--- src/rtl/kpg_pkg.sv ---
`timescale 1ns / 1ps
`default_nettype none
// ----------------------------------------------------------------------------
// kpg_pkg: shared definitions for the k-permutation generator
// Widths, register codes, cell control types and the helper functions used
// by the digit cells and the sequencer.
// ----------------------------------------------------------------------------
package kpg_pkg;

    // Field and storage widths.
    localparam int DIGIT_W        = 4;
    localparam int MASK_W         = 16;
    localparam int SEL_NIBBLES    = 9;
    localparam int SEL_W          = 36;
    localparam int CFG_IDX_W      = 4;
    localparam int CFG_DATA_W     = 4;
    localparam int DEF_MAX_DIGITS = 9;

    // Register reset values.
    localparam logic [CFG_DATA_W-1:0] RST_SYMBOL_COUNT = 4'd9;
    localparam logic [CFG_DATA_W-1:0] RST_PICK_COUNT   = 4'd3;

    // Register indexes.
    localparam logic [CFG_IDX_W-1:0] CFG_SYMBOL_COUNT = 4'd0;
    localparam logic [CFG_IDX_W-1:0] CFG_PICK_COUNT   = 4'd1;

    // Sequencer states.
    typedef enum logic [1:0] {
        ST_IDLE,
        ST_SEARCH,
        ST_FILL
    } kpg_state_t;

    // Per-cell control from the sequencer.
    typedef struct packed {
        logic restart;
        logic pivot_we;
        logic fill_we;
    } kpg_cell_ctrl_t;

    // Per-cell status back to the sequencer.
    typedef struct packed {
        logic               can_inc;
        logic [DIGIT_W-1:0] digit;
    } kpg_cell_stat_t;

    // Smallest symbol above lower and not above n that is not in used.
    // The top bit of the result flags that such a symbol exists.
    function automatic logic [DIGIT_W:0] next_free(
        input logic [MASK_W-1:0]  used,
        input logic [DIGIT_W-1:0] lower,
        input logic [DIGIT_W-1:0] n
    );
        logic               found;
        logic [DIGIT_W-1:0] val;
        found = 1'b0;
        val   = '0;
        for (int v = MASK_W - 1; v >= 1; v--)
        begin
            if ((v > lower) && (v <= n) && !used[v])
            begin
                found = 1'b1;
                val   = DIGIT_W'(v);
            end
        end
        return {found, val};
    endfunction

    // Mask of the symbols 1..idx, which is what precedes cell idx after a restart.
    function automatic logic [MASK_W-1:0] prefix_mask(input int idx);
        logic [MASK_W-1:0] m;
        m = '0;
        for (int b = 1; b < MASK_W; b++)
        begin
            if (b <= idx)
            begin
                m[b] = 1'b1;
            end
        end
        return m;
    endfunction

endpackage
`default_nettype wire

--- src/rtl/kpg_cell.sv ---
`timescale 1ns / 1ps
`default_nettype none
// ----------------------------------------------------------------------------
// kpg_cell: one digit of the selection
// Holds one digit and the mask of the symbols used to its left. The mask is
// passed on to the right neighbor every cycle, so a refill moves one cell
// per cycle along the row.
// ----------------------------------------------------------------------------
module kpg_cell #(
    parameter int IDX = 0
) (
    input  wire                                 clk,
    input  wire                                 rst_n,
    input  kpg_pkg::kpg_cell_ctrl_t             ctrl,
    input  wire  [kpg_pkg::DIGIT_W-1:0]         n_eff,
    input  wire  [kpg_pkg::DIGIT_W-1:0]         k_eff,
    input  wire  [kpg_pkg::MASK_W-1:0]          mask_in,
    output logic [kpg_pkg::MASK_W-1:0]          mask_out,
    output kpg_pkg::kpg_cell_stat_t             stat
);

    localparam logic [kpg_pkg::DIGIT_W-1:0] DIGIT_RST = kpg_pkg::DIGIT_W'(IDX + 1);
    localparam logic [kpg_pkg::MASK_W-1:0]  MASK_RST  = kpg_pkg::prefix_mask(IDX);

    logic [kpg_pkg::DIGIT_W-1:0] digit_reg, digit_next;
    logic [kpg_pkg::MASK_W-1:0]  mask_reg, mask_next;
    logic [kpg_pkg::DIGIT_W:0]   pivot_res;
    logic [kpg_pkg::DIGIT_W:0]   fill_res;
    logic                        active;

    // Candidates: the next free symbol above this digit, and the smallest
    // free symbol given the neighbor's updated mask.
    assign pivot_res = kpg_pkg::next_free(mask_reg, digit_reg, n_eff);
    assign fill_res  = kpg_pkg::next_free(mask_in, '0, n_eff);
    assign active    = (k_eff > kpg_pkg::DIGIT_W'(IDX));

    // Mask handed to the right neighbor includes this digit.
    assign mask_out = mask_reg | (kpg_pkg::MASK_W'(1) << digit_reg);

    assign stat.can_inc = active && pivot_res[kpg_pkg::DIGIT_W];
    assign stat.digit   = digit_reg;

    // Next digit and mask.
    always_comb
    begin
        digit_next = digit_reg;
        mask_next  = mask_in;
        if (ctrl.restart)
        begin
            digit_next = DIGIT_RST;
            mask_next  = MASK_RST;
        end
        else if (ctrl.pivot_we)
        begin
            digit_next = pivot_res[kpg_pkg::DIGIT_W-1:0];
        end
        else if (ctrl.fill_we)
        begin
            digit_next = fill_res[kpg_pkg::DIGIT_W-1:0];
        end
    end

    // Digit and mask registers.
    always_ff @(posedge clk or negedge rst_n)
    begin
        if (!rst_n)
        begin
            digit_reg <= DIGIT_RST;
            mask_reg  <= MASK_RST;
        end
        else
        begin
            digit_reg <= digit_next;
            mask_reg  <= mask_next;
        end
    end

endmodule
`default_nettype wire

--- src/rtl/kpg_ctrl.sv ---
`timescale 1ns / 1ps
`default_nettype none
// ----------------------------------------------------------------------------
// kpg_ctrl: sequencer for the k-permutation generator
// Holds the configuration registers, finds the rightmost digit that can be
// raised, steps the refill along the cell row and owns the output register.
// ----------------------------------------------------------------------------
module kpg_ctrl #(
    parameter int MAX_DIGITS = kpg_pkg::DEF_MAX_DIGITS
) (
    input  wire                                 clk,
    input  wire                                 rst_n,
    input  wire                                 cfg_valid,
    output logic                                cfg_ready,
    input  wire  [kpg_pkg::CFG_IDX_W-1:0]       cfg_index,
    input  wire  [kpg_pkg::CFG_DATA_W-1:0]      cfg_data,
    input  wire                                 in_valid,
    output logic                                in_ready,
    input  wire                                 restart,
    output logic                                out_valid,
    input  wire                                 out_ready,
    output logic [kpg_pkg::SEL_W-1:0]           selection,
    output logic                                valid_res,
    output logic                                is_last,
    input  kpg_pkg::kpg_cell_stat_t             stat [MAX_DIGITS],
    output kpg_pkg::kpg_cell_ctrl_t             cell_ctrl [MAX_DIGITS],
    output logic [kpg_pkg::DIGIT_W-1:0]         n_eff,
    output logic [kpg_pkg::DIGIT_W-1:0]         k_eff
);

    localparam int IDX_W  = $clog2(MAX_DIGITS);
    localparam int PACK_N = (MAX_DIGITS < kpg_pkg::SEL_NIBBLES) ? MAX_DIGITS
                                                                : kpg_pkg::SEL_NIBBLES;

    kpg_pkg::kpg_state_t state_reg, state_next;

    logic [kpg_pkg::CFG_DATA_W-1:0] symbol_count_reg;
    logic [kpg_pkg::CFG_DATA_W-1:0] pick_count_reg;
    logic                           exhausted_reg, exhausted_next;
    logic [IDX_W-1:0]               fill_pos_reg, fill_pos_next;

    logic                           out_valid_reg;
    logic [kpg_pkg::SEL_W-1:0]      selection_reg, selection_next;
    logic                           valid_res_reg, valid_res_next;
    logic                           is_last_reg, is_last_next;

    logic                           cfg_wr;
    logic                           cfg_hit;
    logic                           in_acc;
    logic                           restart_all;
    logic                           out_free;
    logic                           load_out;
    logic                           pivot_go;
    logic [kpg_pkg::DIGIT_W-1:0]    k_raw;
    logic [kpg_pkg::DIGIT_W-1:0]    k_clip;
    logic [kpg_pkg::DIGIT_W-1:0]    k_last;
    logic [kpg_pkg::SEL_W-1:0]      packed_sel;
    logic                           any_inc;
    logic [IDX_W-1:0]               pivot_idx;

    // Handshakes.
    assign cfg_ready = 1'b1;
    assign cfg_wr    = cfg_valid && cfg_ready;
    assign cfg_hit   = cfg_wr && ((cfg_index == kpg_pkg::CFG_SYMBOL_COUNT) ||
                                  (cfg_index == kpg_pkg::CFG_PICK_COUNT));
    assign in_ready  = (state_reg == kpg_pkg::ST_IDLE);
    assign in_acc    = in_valid && in_ready;
    assign out_free  = !out_valid_reg || out_ready;

    // A restart request or any register write returns to the first selection.
    assign restart_all = (in_acc && restart) || cfg_hit;

    // Effective symbol and pick counts.
    assign n_eff  = (symbol_count_reg == '0) ? kpg_pkg::DIGIT_W'(1) : symbol_count_reg;
    assign k_raw  = (pick_count_reg == '0) ? kpg_pkg::DIGIT_W'(1) : pick_count_reg;
    assign k_clip = (k_raw > n_eff) ? n_eff : k_raw;
    assign k_eff  = (k_clip > kpg_pkg::DIGIT_W'(MAX_DIGITS)) ? kpg_pkg::DIGIT_W'(MAX_DIGITS)
                                                             : k_clip;
    assign k_last = k_eff - kpg_pkg::DIGIT_W'(1);

    // Pack the active digits, first digit in the lowest nibble.
    always_comb
    begin
        packed_sel = '0;
        for (int i = 0; i < PACK_N; i++)
        begin
            if (kpg_pkg::DIGIT_W'(i) < k_eff)
            begin
                packed_sel[kpg_pkg::DIGIT_W*i +: kpg_pkg::DIGIT_W] = stat[i].digit;
            end
        end
    end

    // Rightmost cell that can take a larger free symbol.
    always_comb
    begin
        any_inc   = 1'b0;
        pivot_idx = '0;
        for (int i = 0; i < MAX_DIGITS; i++)
        begin
            if (stat[i].can_inc)
            begin
                any_inc   = 1'b1;
                pivot_idx = IDX_W'(i);
            end
        end
    end

    // Next state, result and refill control.
    always_comb
    begin
        state_next     = state_reg;
        exhausted_next = exhausted_reg;
        fill_pos_next  = fill_pos_reg;
        load_out       = 1'b0;
        pivot_go       = 1'b0;
        selection_next = '0;
        valid_res_next = 1'b0;
        is_last_next   = 1'b0;
        case (state_reg)
            kpg_pkg::ST_IDLE:
            begin
                if (in_acc)
                begin
                    state_next = kpg_pkg::ST_SEARCH;
                end
            end
            kpg_pkg::ST_SEARCH:
            begin
                if (out_free)
                begin
                    load_out   = 1'b1;
                    state_next = kpg_pkg::ST_IDLE;
                    if (!exhausted_reg)
                    begin
                        selection_next = packed_sel;
                        valid_res_next = 1'b1;
                        if (any_inc)
                        begin
                            pivot_go = 1'b1;
                            if (kpg_pkg::DIGIT_W'(pivot_idx) != k_last)
                            begin
                                state_next    = kpg_pkg::ST_FILL;
                                fill_pos_next = pivot_idx + IDX_W'(1);
                            end
                        end
                        else
                        begin
                            is_last_next   = 1'b1;
                            exhausted_next = 1'b1;
                        end
                    end
                end
            end
            kpg_pkg::ST_FILL:
            begin
                if (kpg_pkg::DIGIT_W'(fill_pos_reg) == k_last)
                begin
                    state_next = kpg_pkg::ST_IDLE;
                end
                else
                begin
                    fill_pos_next = fill_pos_reg + IDX_W'(1);
                end
            end
            default:
            begin
                state_next = kpg_pkg::ST_IDLE;
            end
        endcase
        if (restart_all)
        begin
            exhausted_next = 1'b0;
        end
    end

    // Cell write strobes: at most one pivot or fill write per cycle; restart reaches all cells.
    always_comb
    begin
        for (int i = 0; i < MAX_DIGITS; i++)
        begin
            cell_ctrl[i].restart  = restart_all;
            cell_ctrl[i].pivot_we = pivot_go && (pivot_idx == IDX_W'(i));
            cell_ctrl[i].fill_we  = (state_reg == kpg_pkg::ST_FILL) &&
                                    (fill_pos_reg == IDX_W'(i));
        end
    end

    // State, configuration and output valid registers.
    always_ff @(posedge clk or negedge rst_n)
    begin
        if (!rst_n)
        begin
            state_reg        <= kpg_pkg::ST_IDLE;
            symbol_count_reg <= kpg_pkg::RST_SYMBOL_COUNT;
            pick_count_reg   <= kpg_pkg::RST_PICK_COUNT;
            exhausted_reg    <= 1'b0;
            fill_pos_reg     <= '0;
            out_valid_reg    <= 1'b0;
        end
        else
        begin
            state_reg     <= state_next;
            exhausted_reg <= exhausted_next;
            fill_pos_reg  <= fill_pos_next;
            if (cfg_wr && (cfg_index == kpg_pkg::CFG_SYMBOL_COUNT))
            begin
                symbol_count_reg <= cfg_data;
            end
            if (cfg_wr && (cfg_index == kpg_pkg::CFG_PICK_COUNT))
            begin
                pick_count_reg <= cfg_data;
            end
            if (load_out)
            begin
                out_valid_reg <= 1'b1;
            end
            else if (out_ready)
            begin
                out_valid_reg <= 1'b0;
            end
        end
    end

    // Output payload register.
    always_ff @(posedge clk)
    begin
        if (load_out)
        begin
            selection_reg <= selection_next;
            valid_res_reg <= valid_res_next;
            is_last_reg   <= is_last_next;
        end
    end

    assign out_valid = out_valid_reg;
    assign selection = selection_reg;
    assign valid_res = valid_res_reg;
    assign is_last   = is_last_reg;

endmodule
`default_nettype wire

--- src/rtl/k_permutation_generator.sv ---
`timescale 1ns / 1ps
`default_nettype none
// ----------------------------------------------------------------------------
// k_permutation_generator: lexicographic k-permutation enumerator
// Returns the ordered selections of pick_count distinct symbols out of
// 1..symbol_count, one per request, using a row of digit cells.
// ----------------------------------------------------------------------------
// Usage:
//   Each request on the input channel (in_valid/in_ready, field restart)
//   yields exactly one result on the output channel (out_valid/out_ready,
//   fields selection, valid_res, is_last). With restart high the enumeration
//   first returns to 1,2,...,k. After the final selection (is_last high)
//   every result has valid_res low and selection zero until a restart.
//   The configuration channel (cfg_valid/cfg_ready, cfg_index, cfg_data)
//   writes symbol_count (index 0) or pick_count (index 1); either write also
//   restarts the enumeration. Write it only while the block is idle.
// Timing:
//   The request is accepted in the idle state; the result is loaded into the
//   output register from the search state once that register is free. A
//   request then occupies the block through the search and then the refill
//   of any digits right of p, p being the position of the digit that was
//   raised; the refill moves along the cell row one cell per cycle.
//   A new request is taken while the previous result still waits in the
//   output register; if the receiver stalls, the block holds its next
//   result until the register frees. Reset restores symbol_count = 9,
//   pick_count = 3 and the first selection.
// ----------------------------------------------------------------------------
module k_permutation_generator #(
    parameter int MAX_DIGITS = kpg_pkg::DEF_MAX_DIGITS
) (
    input  wire                                 clk,
    input  wire                                 rst_n,
    input  wire                                 cfg_valid,
    output logic                                cfg_ready,
    input  wire  [kpg_pkg::CFG_IDX_W-1:0]       cfg_index,
    input  wire  [kpg_pkg::CFG_DATA_W-1:0]      cfg_data,
    input  wire                                 in_valid,
    output logic                                in_ready,
    input  wire                                 restart,
    output logic                                out_valid,
    input  wire                                 out_ready,
    output logic [kpg_pkg::SEL_W-1:0]           selection,
    output logic                                valid_res,
    output logic                                is_last
);

    kpg_pkg::kpg_cell_stat_t     stat      [MAX_DIGITS];
    kpg_pkg::kpg_cell_ctrl_t     cell_ctrl [MAX_DIGITS];
    logic [kpg_pkg::MASK_W-1:0]  mask_link [MAX_DIGITS+1];
    logic [kpg_pkg::DIGIT_W-1:0] n_eff;
    logic [kpg_pkg::DIGIT_W-1:0] k_eff;

    // Sequencer.
    kpg_ctrl #(
        .MAX_DIGITS (MAX_DIGITS)
    ) u_ctrl (
        .clk        (clk),
        .rst_n      (rst_n),
        .cfg_valid  (cfg_valid),
        .cfg_ready  (cfg_ready),
        .cfg_index  (cfg_index),
        .cfg_data   (cfg_data),
        .in_valid   (in_valid),
        .in_ready   (in_ready),
        .restart    (restart),
        .out_valid  (out_valid),
        .out_ready  (out_ready),
        .selection  (selection),
        .valid_res  (valid_res),
        .is_last    (is_last),
        .stat       (stat),
        .cell_ctrl  (cell_ctrl),
        .n_eff      (n_eff),
        .k_eff      (k_eff)
    );

    // Row of digit cells; the used-symbol mask runs left to right.
    assign mask_link[0] = '0;

    for (genvar i = 0; i < MAX_DIGITS; i++)
    begin : g_cell
        kpg_cell #(
            .IDX (i)
        ) u_cell (
            .clk      (clk),
            .rst_n    (rst_n),
            .ctrl     (cell_ctrl[i]),
            .n_eff    (n_eff),
            .k_eff    (k_eff),
            .mask_in  (mask_link[i]),
            .mask_out (mask_link[i+1]),
            .stat     (stat[i])
        );
    end

`ifndef SYNTHESIS
    // An exhausted result carries no selection and no last flag.
    a_exhausted_zero: assert property (@(posedge clk) disable iff (!rst_n)
        out_valid && !valid_res |-> (selection == '0) && !is_last)
    else $error("exhausted result carries data");

    // The last selection is always a valid one.
    a_last_valid: assert property (@(posedge clk) disable iff (!rst_n)
        out_valid && is_last |-> valid_res)
    else $error("last flag on an invalid result");

    // The block is busy in the cycle after it takes a request.
    a_busy_after_accept: assert property (@(posedge clk) disable iff (!rst_n)
        in_valid && in_ready |=> !in_ready)
    else $error("request taken while still searching");
`endif

endmodule
`default_nettype wire
--- config.mk ---
export PLATFORM = sky130hd
export DESIGN_NAME = k_permutation_generator
export DESIGN_NICKNAME = d
export VERILOG_FILES = /design/src/rtl/kpg_pkg.sv /design/src/rtl/kpg_cell.sv /design/src/rtl/kpg_ctrl.sv /design/src/rtl/k_permutation_generator.sv
export SDC_FILE = /design/constraint.sdc
export NUM_CORES = 1
export LEC_CHECK = 0
export BUFFER_PORTS_ARGS = -buffer_cell sky130_fd_sc_hd__buf_2
export CAP_MARGIN = 20
export CORE_MARGIN = 3
export CORE_UTILIZATION = 50
export CTS_BUF_LIST = sky130_fd_sc_hd__clkbuf_8
export DETAILED_ROUTE_END_ITERATION = 8
export PLACE_DENSITY = 0.76
export SLEW_MARGIN = 15
export SYNTH_ARGS = -nofsm -noshare
export SYNTH_HDL_FRONTEND = slang
export SYNTH_SLANG_ARGS = --single-unit
--- constraint.sdc ---
create_clock -name clk -period 10.4 [get_ports clk]
set_clock_uncertainty 0.05 [all_clocks]
set_input_delay 2.08 -clock clk [delete_from_list [all_inputs] [get_ports clk]]
set_output_delay 2.08 -clock clk [all_outputs]
set_load 0.1 [all_outputs]
==> flow_summary.yaml, run 1 <==
routing:
  drt_iter0_drc: 1592
  via_per_inst: 6.59
  detail_route.wl_per_cell_um: 22.9
  route.vias.total: 14000
  drc_errors: 0
  drtAntennaViolNets: 0
  wirelength_um: 48800
  drt_first_pass_iters: 6
finish:
  final_common_cell: "nor2_1"
  nets: 1749
  final_cell_mix: "nor2_1 (212), a21oi_1 (211), nand2_1 (191)"
  largest_register_ffs: 120
  fillers: 2522
  drive_gt1_share_pct: 15.0
  area_delta_synth_final_pct: 8.78
pwr:
  seq_power_share_pct: 28.4
  power_frac_comb_pct: 53.8
  power.share.switching_pct: 49.7
  power_density_nw_per_um2: 305
  switching_power_uw: 2340
  p_int_uw: 2370
  clkPwrFrac_pct: 17.8
  ir_worst_vdd_mv: 0.175
  p_leak_uw: 0.00635
grt:
  antenna_found_initial: 1
  grt_use_total_pct: 31.4
  grt_pass1_vias: 13200
  grt_max_degree: 97
  grt-ovfl-total: 0
  grt_pass1_wl_um: 75600
floorplanning:
  initial_core_util_pct: 51.7
  pin_count: 55
  coreArea_um2: 27400
  rows: 60
  die_h_um: 174
  fp.dieW_um: 174
  die-area_um2: 30400
clock_network:
  hold_buffers: 0
  numCtsBuffers: 38
  clk_pin_slew_ns: 0.07
  cts_setup_buffers: 0
  tritoncts: "yes"
  cts.sinks: 210
  htreeDepth: 2
  cts_root_buf: "clkbuf_8"
  clkLatencyLatePin_ns: 0.53
  postCtsResizedCells: 0
  cts_buffer_depth: 3
placement:
  dp_hpwl_um: 33800
  port_buffers: 53
  gp_congestion: 0.979
logic_synthesis:
  synth-edff-count: 38
  syn-num-nets: 1743
  synth_cell_type_count: 101
  yosys_warnings: 0
  synth_cells: 1721
  synth_top_cells_by_area: "dfrtp_1 (21%), dfstp_2 (10%), edfxtp_1 (8.1%)"
  yosys.area.top_type: "dfrtp_1"
  synth_area_um2: 14200
  synthFlopType: "dfrtp_1"
  async_flop_share_pct: 81.9
  yosysSeqAreaShare_pct: 38.9
  avgSynthCellArea_um2: 8.23
  yosys.area.top_type_share_pct: 20.7
  ys_seq_elements: 210
critical_path:
  worst_path_max_delay_cell: "mux2i_2"
  r2r-end: "u_ctrl.fill_pos_reg[1]"
  max_stage_delay_ns: 0.85
  critPathCaptureType: "flip-flop"
  crit_type: "flip-flop to flip-flop"
  cpMostUsedCell: "ha_1"
  r2r_start: "u_ctrl.symbol_count_reg[1]"
  crit_fanout: 29
  crit_required_ns: 10.76
  ff2ff_path_depth: 18
  r2r_slack_ns: 4.09
  worstPathArrival_ns: 6.67
  crit_chain: "buf_4, or3_1, nand2b_1, ha_1, and4_1, a21oi_4, mux2i_2, nand2_1, ha_1, inv_1, ha_1, o211ai_1, a22o_1, nand2_1, a31oi_2, a221o_1, a221oi_4, mux2_2"
  startpoint_type: "flip-flop"
sta:
  fin_tns_setup_ns: 0
  hold_ws_ns: 0.452
  fin_crit_ns: 6.31
  finalMaxSlewViolations: 0
  post-route-period-util_pct: 60.7
  rsz0062_at_grt: "false"
  slew_headroom_pct: 21.3
  tightest_slew_ns: 1.17
  hold_viol: 0
  max_freq_mhz: 158
  finalSetupViolCount: 0
worst_hold_path:
  worstHoldEndpoint: "u_ctrl.exhausted_reg"
  hp-class: "flip-flop to flip-flop"
  hold_depth: 2
  hp-start: "u_ctrl.exhausted_reg"
status:
  outcome: "finished, final reports clean"
job:
  maxCapViolations: 0
==> synth_stat cells, types with 7 or more instances <==
master	n
o32ai_1	11
edfxtp_1	38
nand3_1	35
a31oi_1	18
a2bb2oi_1	7
dfrtp_1	117
or3_1	9
and2_1	86
a311oi_1	7
a21oi_1	211
nor2b_1	53
nor2_1	213
o21ai_0	81
buf_6	7
a211o_1	9
mux2i_1	7
a21o_1	13
or2_2	24
a22oi_1	21
inv_1	21
o211ai_1	14
o41ai_1	7
nand2b_1	21
o21a_1	21
dfstp_2	55
mux2_2	11
nor4_1	21
and3_1	23
nand2_1	191
o22ai_1	9
a211oi_1	29
clkbuf_1	76
ha_1	8
nor3_1	60
o31ai_1	10
a41oi_1	9
buf_2	13
==> metal layers <==
layer / vias up / wire length, um / global-route usage, % / part of all wire (%)
met4: 0 / 2570 / 15.3 / 5.3
met2: 850 / 21800 / 48.5 / 45
met1: 6696 / 19600 / 41.6 / 40
li1: 6326 / - / - / -
met3: 174 / 4890 / 7.25 / 10
met5: - / 0 / 0 / 0
==> critical path: cells and delay by family, from the launching register on <==
kind	cells	cell delay, ns
AND/OR/NAND/NOR	5	1.42
AO/OA/AOI/OAI	6	1.88
adder cells (fa/ha/maj)	3	0.77
multiplexers	2	1.24
flip-flops	1	0.33
buffers and inverters	2	0.49
==> worst max path at each step <==
stage / end / start / cells after the start / slack (ns)
5_1_grt: u_ctrl.fill_pos_reg[1] / u_ctrl.symbol_count_reg[3] / 17 / 3.78
6_report: u_ctrl.fill_pos_reg[1] / u_ctrl.symbol_count_reg[1] / 18 / 4.09
4_1_cts: u_ctrl.fill_pos_reg[1] / u_ctrl.symbol_count_reg[1] / 18 / 4.21
3_3_place_gp: u_ctrl.fill_pos_reg[1] / u_ctrl.symbol_count_reg[1] / 18 / 4.44
3_5_place_dp: u_ctrl.fill_pos_reg[1] / u_ctrl.symbol_count_reg[1] / 18 / 4.22
2_1_floorplan: u_ctrl.fill_pos_reg[1] / u_ctrl.symbol_count_reg[3] / 21 / 5.13
==> layout make-up <==
type,instances,area (um^2),share of cell area [%]
clock buffer,46,633,4.11
clock inverter,24,179,1.16
sequential,210,5510,35.8
tap,372,465,3.02
inverter,22,82.6,0.536
timing repair buffer,73,422,2.74
multi-input combinational,1382,8110,52.6
antenna,1,2.50,0.0162
==> power groups by stage <==
stage / combinational (uW) / clock [uW] / sequential [uW]
3_5_place_dp: 2470 / 0 / 1330
4_1_cts: 2480 / 852 / 1320
2_1_floorplan: 1760 / 0 / 1410
3_3_place_gp: 2430 / 0 / 1330
6_report: 2530 / 838 / 1340
5_1_grt: 2740 / 891 / 1360
==> cell families (layout without fill, tap and decap cells) <==
group	Yosys count	in the layout	synth area share [%]
simple gates	785	785	27.8
flops	210	210	38.9
xor+xnor	4	4	0.247
fa+ha+maj	9	9	0.777
compound gates	563	563	26.7
buf+inv	129	165	4.04
mux	20	20	1.55
other cells	1	2	0.0265
==> metrics by stage <==
stage          instance area, um^2  setup WS (ns)  instances  utilization (%)  power [uW]
3_3_place_gp                 14600           4.44       2059             53.3        3760
4_1_cts                      15400           4.21       2129             56.2        4650
5_1_grt                      15400           3.78       2129             56.2        4990
6_report                     15400           4.09       2130             56.2        4710
2_1_floorplan                14200           5.13       1721                -        3170
3_5_place_dp                 14600           4.22       2059             53.3        3800
Note: power is estimated with default switching activity, not from simulation.
==> run 2, diff against run 1 <==
--- a/config.mk
+++ b/config.mk
@@ -5,6 +5,7 @@
 export SDC_FILE = /design/constraint.sdc
 export NUM_CORES = 1
 export LEC_CHECK = 0
+export ABC_AREA = 1
 export BUFFER_PORTS_ARGS = -buffer_cell sky130_fd_sc_hd__buf_2
 export CAP_MARGIN = 20
 export CORE_MARGIN = 3
==> constraint.sdc (replaced) <==
create_clock -name clk -period 6.4 [get_ports clk]
set_clock_uncertainty 0.05 [all_clocks]
set_input_delay 1.28 -clock clk [delete_from_list [all_inputs] [get_ports clk]]
set_output_delay 1.28 -clock clk [all_outputs]
set_load 0.1 [all_outputs]
==> run 2 against run 1 <==
Compared with the run above: clock power rose by 53%; fmax grew 25%; non-clock buffer count is 12 lower; sequential power rose by 63%; largest cell class unchanged; highest routed layer unchanged.
==> flow_summary.yaml, run 2 <==
clock_network:
  cts_buffer_depth: 3
  cts_setup_buffers: 0
  cts_root_buf: "clkbuf_8"
  numCtsBuffers: 39
  clkLatencyLatePin_ns: 0.56
  htreeDepth: 2
  clk_pin_slew_ns: 0.06
  hold_buffers: 0
  tritoncts: "yes"
  cts.sinks: 210
  postCtsResizedCells: 0
finish:
  final-seq-area_um2: 5510
  nets: 2159
  fillers: 2658
  final_common_cell: "nand2_1"
  stdcell_area_um2: 15400
  largest_register_ffs: 120
  post-route-util_pct: 56.2
  drive_gt1_share_pct: 11.7
  final_cell_mix: "nand2_1 (626), nor2_1 (360), inv_1 (230)"
  multi_input_area_um2: 7470
  area_delta_synth_final_pct: 8.84
  diodes: 0
sta:
  tightest_slew_ns: 0.909
  rsz0062_at_grt: "false"
  finalMaxSlewViolations: 0
  post-route-period-util_pct: 78.7
  hold_ws_ns: 0.453
  finalSetupViolCount: 0
  fin_tns_setup_ns: 0
  fin_crit_ns: 5.03
  max_freq_mhz: 199
  hold_viol: 0
  slew_headroom_pct: 39.4
floorplanning:
  initial_core_util_pct: 51.7
  rows: 60
  fp.dieW_um: 174
  pin_count: 55
  die_h_um: 174
  die-area_um2: 30400
  coreArea_um2: 27400
pwr:
  p_leak_uw: 0.00782
  power_density_nw_per_um2: 539
  fin_total_pwr_uw: 8310
  ir_worst_vdd_mv: 0.262
logic_synthesis:
  yosys.area.top_type: "dfrtp_1"
  syn-num-nets: 2120
  ys_seq_elements: 210
  async_flop_share_pct: 81.9
  synth_cells: 2098
  yosysSeqAreaShare_pct: 38.9
  synthFlopType: "dfrtp_1"
  synth_common_cells: "nand2_1 (627), nor2_1 (361), inv_1 (213)"
  synth_top_cells_by_area: "dfrtp_1 (21%), nand2_1 (17%), dfstp_2 (10%)"
  avgSynthCellArea_um2: 6.75
  synth_area_um2: 14200
  synth_cell_type_count: 56
  yosys_warnings: 0
  synth-edff-count: 38
  yosys.area.top_type_share_pct: 20.7
  synth_most_common_cell: "nand2_1"
worst_hold_path:
  worstHoldEndpoint: "g_cell[2].u_cell.mask_reg[2]"
  hp-class: "flip-flop to flip-flop"
  hold_depth: 2
  hp-start: "g_cell[1].u_cell.mask_reg[2]"
routing:
  wirelength_um: 47200
  detail_route.wl_per_cell_um: 18.6
  drc_errors: 0
  via_per_inst: 5.70
  drt_first_pass_iters: 7
  drt_iter0_drc: 1775
  drtAntennaViolNets: 0
  route.vias.total: 14500
placement:
  gp_congestion: 1.04
  place_area_um2: 14600
  port_buffers: 53
  dp_hpwl_um: 33800
critical_path:
  startpoint_type: "flip-flop"
  crit_family: "simple AND/OR/NAND/NOR gates"
  worst_path_max_delay_cell: "dfstp_2"
  r2r_start: "u_ctrl.symbol_count_reg[3]"
  worstPathArrival_ns: 5.47
  ff2ff_path_depth: 26
  crit_type: "flip-flop to flip-flop"
  max_stage_delay_ns: 0.93
  crit_required_ns: 6.83
  crit_fanout: 15
  path_buf_inv: 6
  critPathCaptureType: "flip-flop"
  r2r_slack_ns: 1.37
  cpMostUsedCell: "nand2_1"
  r2r-end: "g_cell[0].u_cell.digit_reg[0]"
grt:
  antenna_found_initial: 0
  grt-ovfl-total: 0
  grt_use_total_pct: 30.5
  grt_max_degree: 69
  grt_pass1_wl_um: 73900
  grt_pass1_vias: 13600
job:
  maxCapViolations: 0
status:
  outcome: "finished, final reports clean"
-- run 2: changes by cell type after synthesis, moves of 85 or more --
cell and delta:
a21oi_1 -100, and2_1 -85, inv_1 +192, nand2_1 +436, nand3_1 +92, nor2_1 +148
-- run 2: cell families after synthesis --
group           after synthesis  share of synthesized area, %
fa+ha+maj                     8                         0.707
simple gates               1272                          39.2
compound gates              316                          12.5
buf+inv                     288                          8.39
other cells                   1                        0.0265
mux                           1                        0.0795
xor+xnor                      2                         0.124
flops                       210                          38.9
-- run 2: report_power, final --
part | internal, uW | switching, uW | total [uW]
clock network | 700 | 584 | 1280
registers | 1810 | 381 | 2190
logic | 1300 | 3540 | 4840
-- run 2: layout make-up --
class / instances / area share [%]
repair buffers: 61 / 2.15
inverters: 225 / 5.51
clock inverters: 21 / 0.585
clock buffers: 50 / 4.47
well taps: 372 / 3.02
multi-input cells: 1600 / 48.5
flip-flops and latches: 210 / 35.8
-- run 2: worst min-delay path: stages (launching register included) --
cell	delay, ns
dfrtp_1	0.34
a21oi_1	0.07
nand2_1	0.07
-- run 2: stage by stage --
stage | instances | setup slack (ns)
after floorplan | 2098 | 1.62
after global placement | 2468 | 1.66
after detailed placement | 2468 | 1.50
after CTS | 2539 | 1.48
after global routing | 2539 | 0.981
final | 2539 | 1.37
-- run 2: routing by layer --
| metal | vias to the layer above | part of all wire (%) | GRT usage (%) | routed length (um) |
|---|---|---|---|---|
| li1 | 6893 | - | - | - |
| met4 | 0 | 4.3 | 11.8 | 2030 |
| met5 | - | 0 | 0 | 0 |
| met3 | 153 | 8.5 | 4.72 | 4000 |
| met1 | 6705 | 42 | 41.3 | 19800 |
| met2 | 730 | 45 | 49.4 | 21400 |
-- run 2: worst max-delay path by stage --
stage | start | end | slack (ns) | cells after the start
2_1_floorplan | out_ready | g_cell[1].u_cell.digit_reg[0] | 1.62 | 10
3_3_place_gp | u_ctrl.symbol_count_reg[3] | g_cell[0].u_cell.digit_reg[0] | 1.66 | 30
3_5_place_dp | u_ctrl.symbol_count_reg[3] | g_cell[0].u_cell.digit_reg[0] | 1.50 | 30
4_1_cts | u_ctrl.symbol_count_reg[3] | g_cell[0].u_cell.digit_reg[0] | 1.48 | 30
5_1_grt | u_ctrl.symbol_count_reg[3] | u_ctrl.fill_pos_reg[1] | 0.98 | 31
6_report | u_ctrl.symbol_count_reg[3] | g_cell[0].u_cell.digit_reg[0] | 1.37 | 26
==> run 3, diff against run 2 <==
--- a/config.mk
+++ b/config.mk
@@ -5,7 +5,7 @@
 export SDC_FILE = /design/constraint.sdc
 export NUM_CORES = 1
 export LEC_CHECK = 0
-export ABC_AREA = 1
+export ABC_AREA = 0
 export BUFFER_PORTS_ARGS = -buffer_cell sky130_fd_sc_hd__buf_2
 export CAP_MARGIN = 20
 export CORE_MARGIN = 3
==> constraint.sdc (replaced) <==
create_clock -name clk -period 4.82 [get_ports clk]
set_clock_uncertainty 0.05 [all_clocks]
set_input_delay 0.964 -clock clk [delete_from_list [all_inputs] [get_ports clk]]
set_output_delay 0.964 -clock clk [all_outputs]
set_load 0.1 [all_outputs]
==> run 3 against run 2 <==
Compared with the run above: global-route usage rose by 1.1 points; design area rose by 2.1%; utilization grew 1.2 points.
==> flow_summary.yaml, run 3 (synthesis gave the netlist of run 1 again) <==
sta:
  fin_crit_ns: 4.61
  tightest_slew_ns: 1.14
  finalSetupViolCount: 0
  finalMaxSlewViolations: 0
  hold_viol: 0
  max_freq_mhz: 217
  slew_headroom_pct: 23.8
  post-route-period-util_pct: 95.6
pwr:
  power.share.switching_pct: 49.5
  power_frac_comb_pct: 55.6
  switching_power_uw: 5120
  power_density_nw_per_um2: 658
  p_int_uw: 5220
  p_leak_uw: 0.00653
  ir_worst_vdd_mv: 0.361
  clkPwrFrac_pct: 16.8
  seq_power_share_pct: 27.6
critical_path:
  r2r_start: "u_ctrl.pick_count_reg[1]"
  crit_required_ns: 5.21
  path_buf_inv: 2
  worstPathArrival_ns: 4.99
  cpMostUsedCell: "ha_1"
  startpoint_type: "flip-flop"
  r2r_slack_ns: 0.21
  crit_fanout: 8
  crit_chain: "nor3_1, nor2_1, ha_1, and4_2, a21oi_4, buf_6, mux2i_4, nand2_2, ha_2, inv_2, ha_1, o211ai_1, a22o_1, nand3_2, a31oi_4, a221o_1, a221oi_4, mux2_4"
  crit_type: "flip-flop to flip-flop"
  worst_path_max_delay_cell: "dfstp_2"
  ff2ff_path_depth: 18
  r2r-end: "u_ctrl.fill_pos_reg[1]"
  critPathCaptureType: "flip-flop"
  crit_family: "compound AO/OA/AOI/OAI gates"
  max_stage_delay_ns: 0.60
routing:
  met2RoutedLength_um: 22300
  via_per_inst: 6.51
  wirelength_um: 49300
  wl_met3_um: 4700
  drt_iter0_drc: 1608
  drc_errors: 0
  wirelength_met1_um: 19800
  drtAntennaViolNets: 0
  top_layer_used: "met4"
  route.vias.total: 14100
  drt_first_pass_iters: 6
  detail_route.wl_per_cell_um: 22.8
finish:
  final_cell_mix: "nor2_1 (211), a21oi_1 (211), nand2_1 (189)"
  area_delta_synth_final_pct: 11.0
  post-route-util_pct: 57.4
  nets: 1785
  largest_register_ffs: 120
  drive_gt1_share_pct: 17.1
  stdcell_area_um2: 15700
grt:
  grt_use_total_pct: 31.6
  antenna_found_initial: 1
  grt_pass1_vias: 13400
  grt-ovfl-total: 0
  grt_max_degree: 75
  grt_pass1_wl_um: 75800
clock_network:
  cts_buffer_depth: 3
  numCtsBuffers: 37
  clkLatencyLatePin_ns: 0.55
  tritoncts: "yes"
  clk_pin_slew_ns: 0.07
  cts.sinks: 210
  htreeDepth: 2
  cts_root_buf: "clkbuf_8"
placement:
  dp_hpwl_um: 34800
  place_area_um2: 14900
  gp_congestion: 0.996
  port_buffers: 53
floorplanning:
  die_h_um: 174
  initial_core_util_pct: 51.7
  coreArea_um2: 27400
  rows: 60
  fp.dieW_um: 174
  pin_count: 55
  die-area_um2: 30400
status:
  outcome: "finished, final reports clean"
worst_hold_path:
  hp-class: "input port to async pin"
job:
  maxCapViolations: 0
[run 3: worst max path at each step]
| stage | slack [ns] | to | start | cells past startpoint |
|---|---|---|---|---|
| after global routing | -0.01 | u_ctrl.fill_pos_reg[2] | u_ctrl.pick_count_reg[1] | 19 |
| after detailed placement | 0.17 | u_ctrl.fill_pos_reg[1] | u_ctrl.symbol_count_reg[1] | 17 |
| after floorplan | 0.03 | u_ctrl.fill_pos_reg[1] | u_ctrl.symbol_count_reg[3] | 21 |
| final | 0.21 | u_ctrl.fill_pos_reg[1] | u_ctrl.pick_count_reg[1] | 18 |
| after CTS | 0.15 | u_ctrl.fill_pos_reg[1] | u_ctrl.symbol_count_reg[1] | 17 |
| after global placement | 0.23 | u_ctrl.fill_pos_reg[1] | u_ctrl.symbol_count_reg[1] | 17 |
[run 3: per-stage QoR]
step / instances / hold slack, ns / power (uW) / setup TNS, ns / worst slack [ns]
floorplan: 1721 / 0.396 / 6920 / 0 / 0.0262
global placement: 2091 / 0.428 / 8350 / 0 / 0.226
detailed placement: 2092 / 0.446 / 8410 / 0 / 0.172
CTS: 2160 / 0.387 / 10200 / 0 / 0.152
global route: 2164 / 0.425 / 10900 / -0.0147 / -0.0147
finish: 2166 / 0.389 / 10300 / 0 / 0.213
[run 3: layout make-up]
cell class	instances	area (um^2)
antenna	2	5.00
clock buffer	46	633
clock inverter	22	146
fill	2509	11700
inverter	22	82.6
multi-input combinational	1382	8160
sequential	210	5510
tap	372	465
timing repair buffer	110	723
[run 3: layer usage]
metal	GRT usage (%)	vias up
met5	0	-
met4	14.8	0
met3	5.37	183
met2	50.2	766
met1	42.3	6739
li1	-	6403
[run 3: power by group through the flow]
stage / Sequential [uW] / Combinational, uW / Clock, uW
global route: 2900 / 6200 / 1850
global placement: 2850 / 5510 / 0
floorplan: 3050 / 3860 / 0
CTS: 2830 / 5590 / 1760
detailed placement: 2850 / 5560 / 0
finish: 2850 / 5750 / 1740
[run 3: what timing repair did]
item                       CTS  global route
gates resized for setup      0             5
setup endpoints to repair    0            10
hold buffers                 0             0
setup buffers                0             4
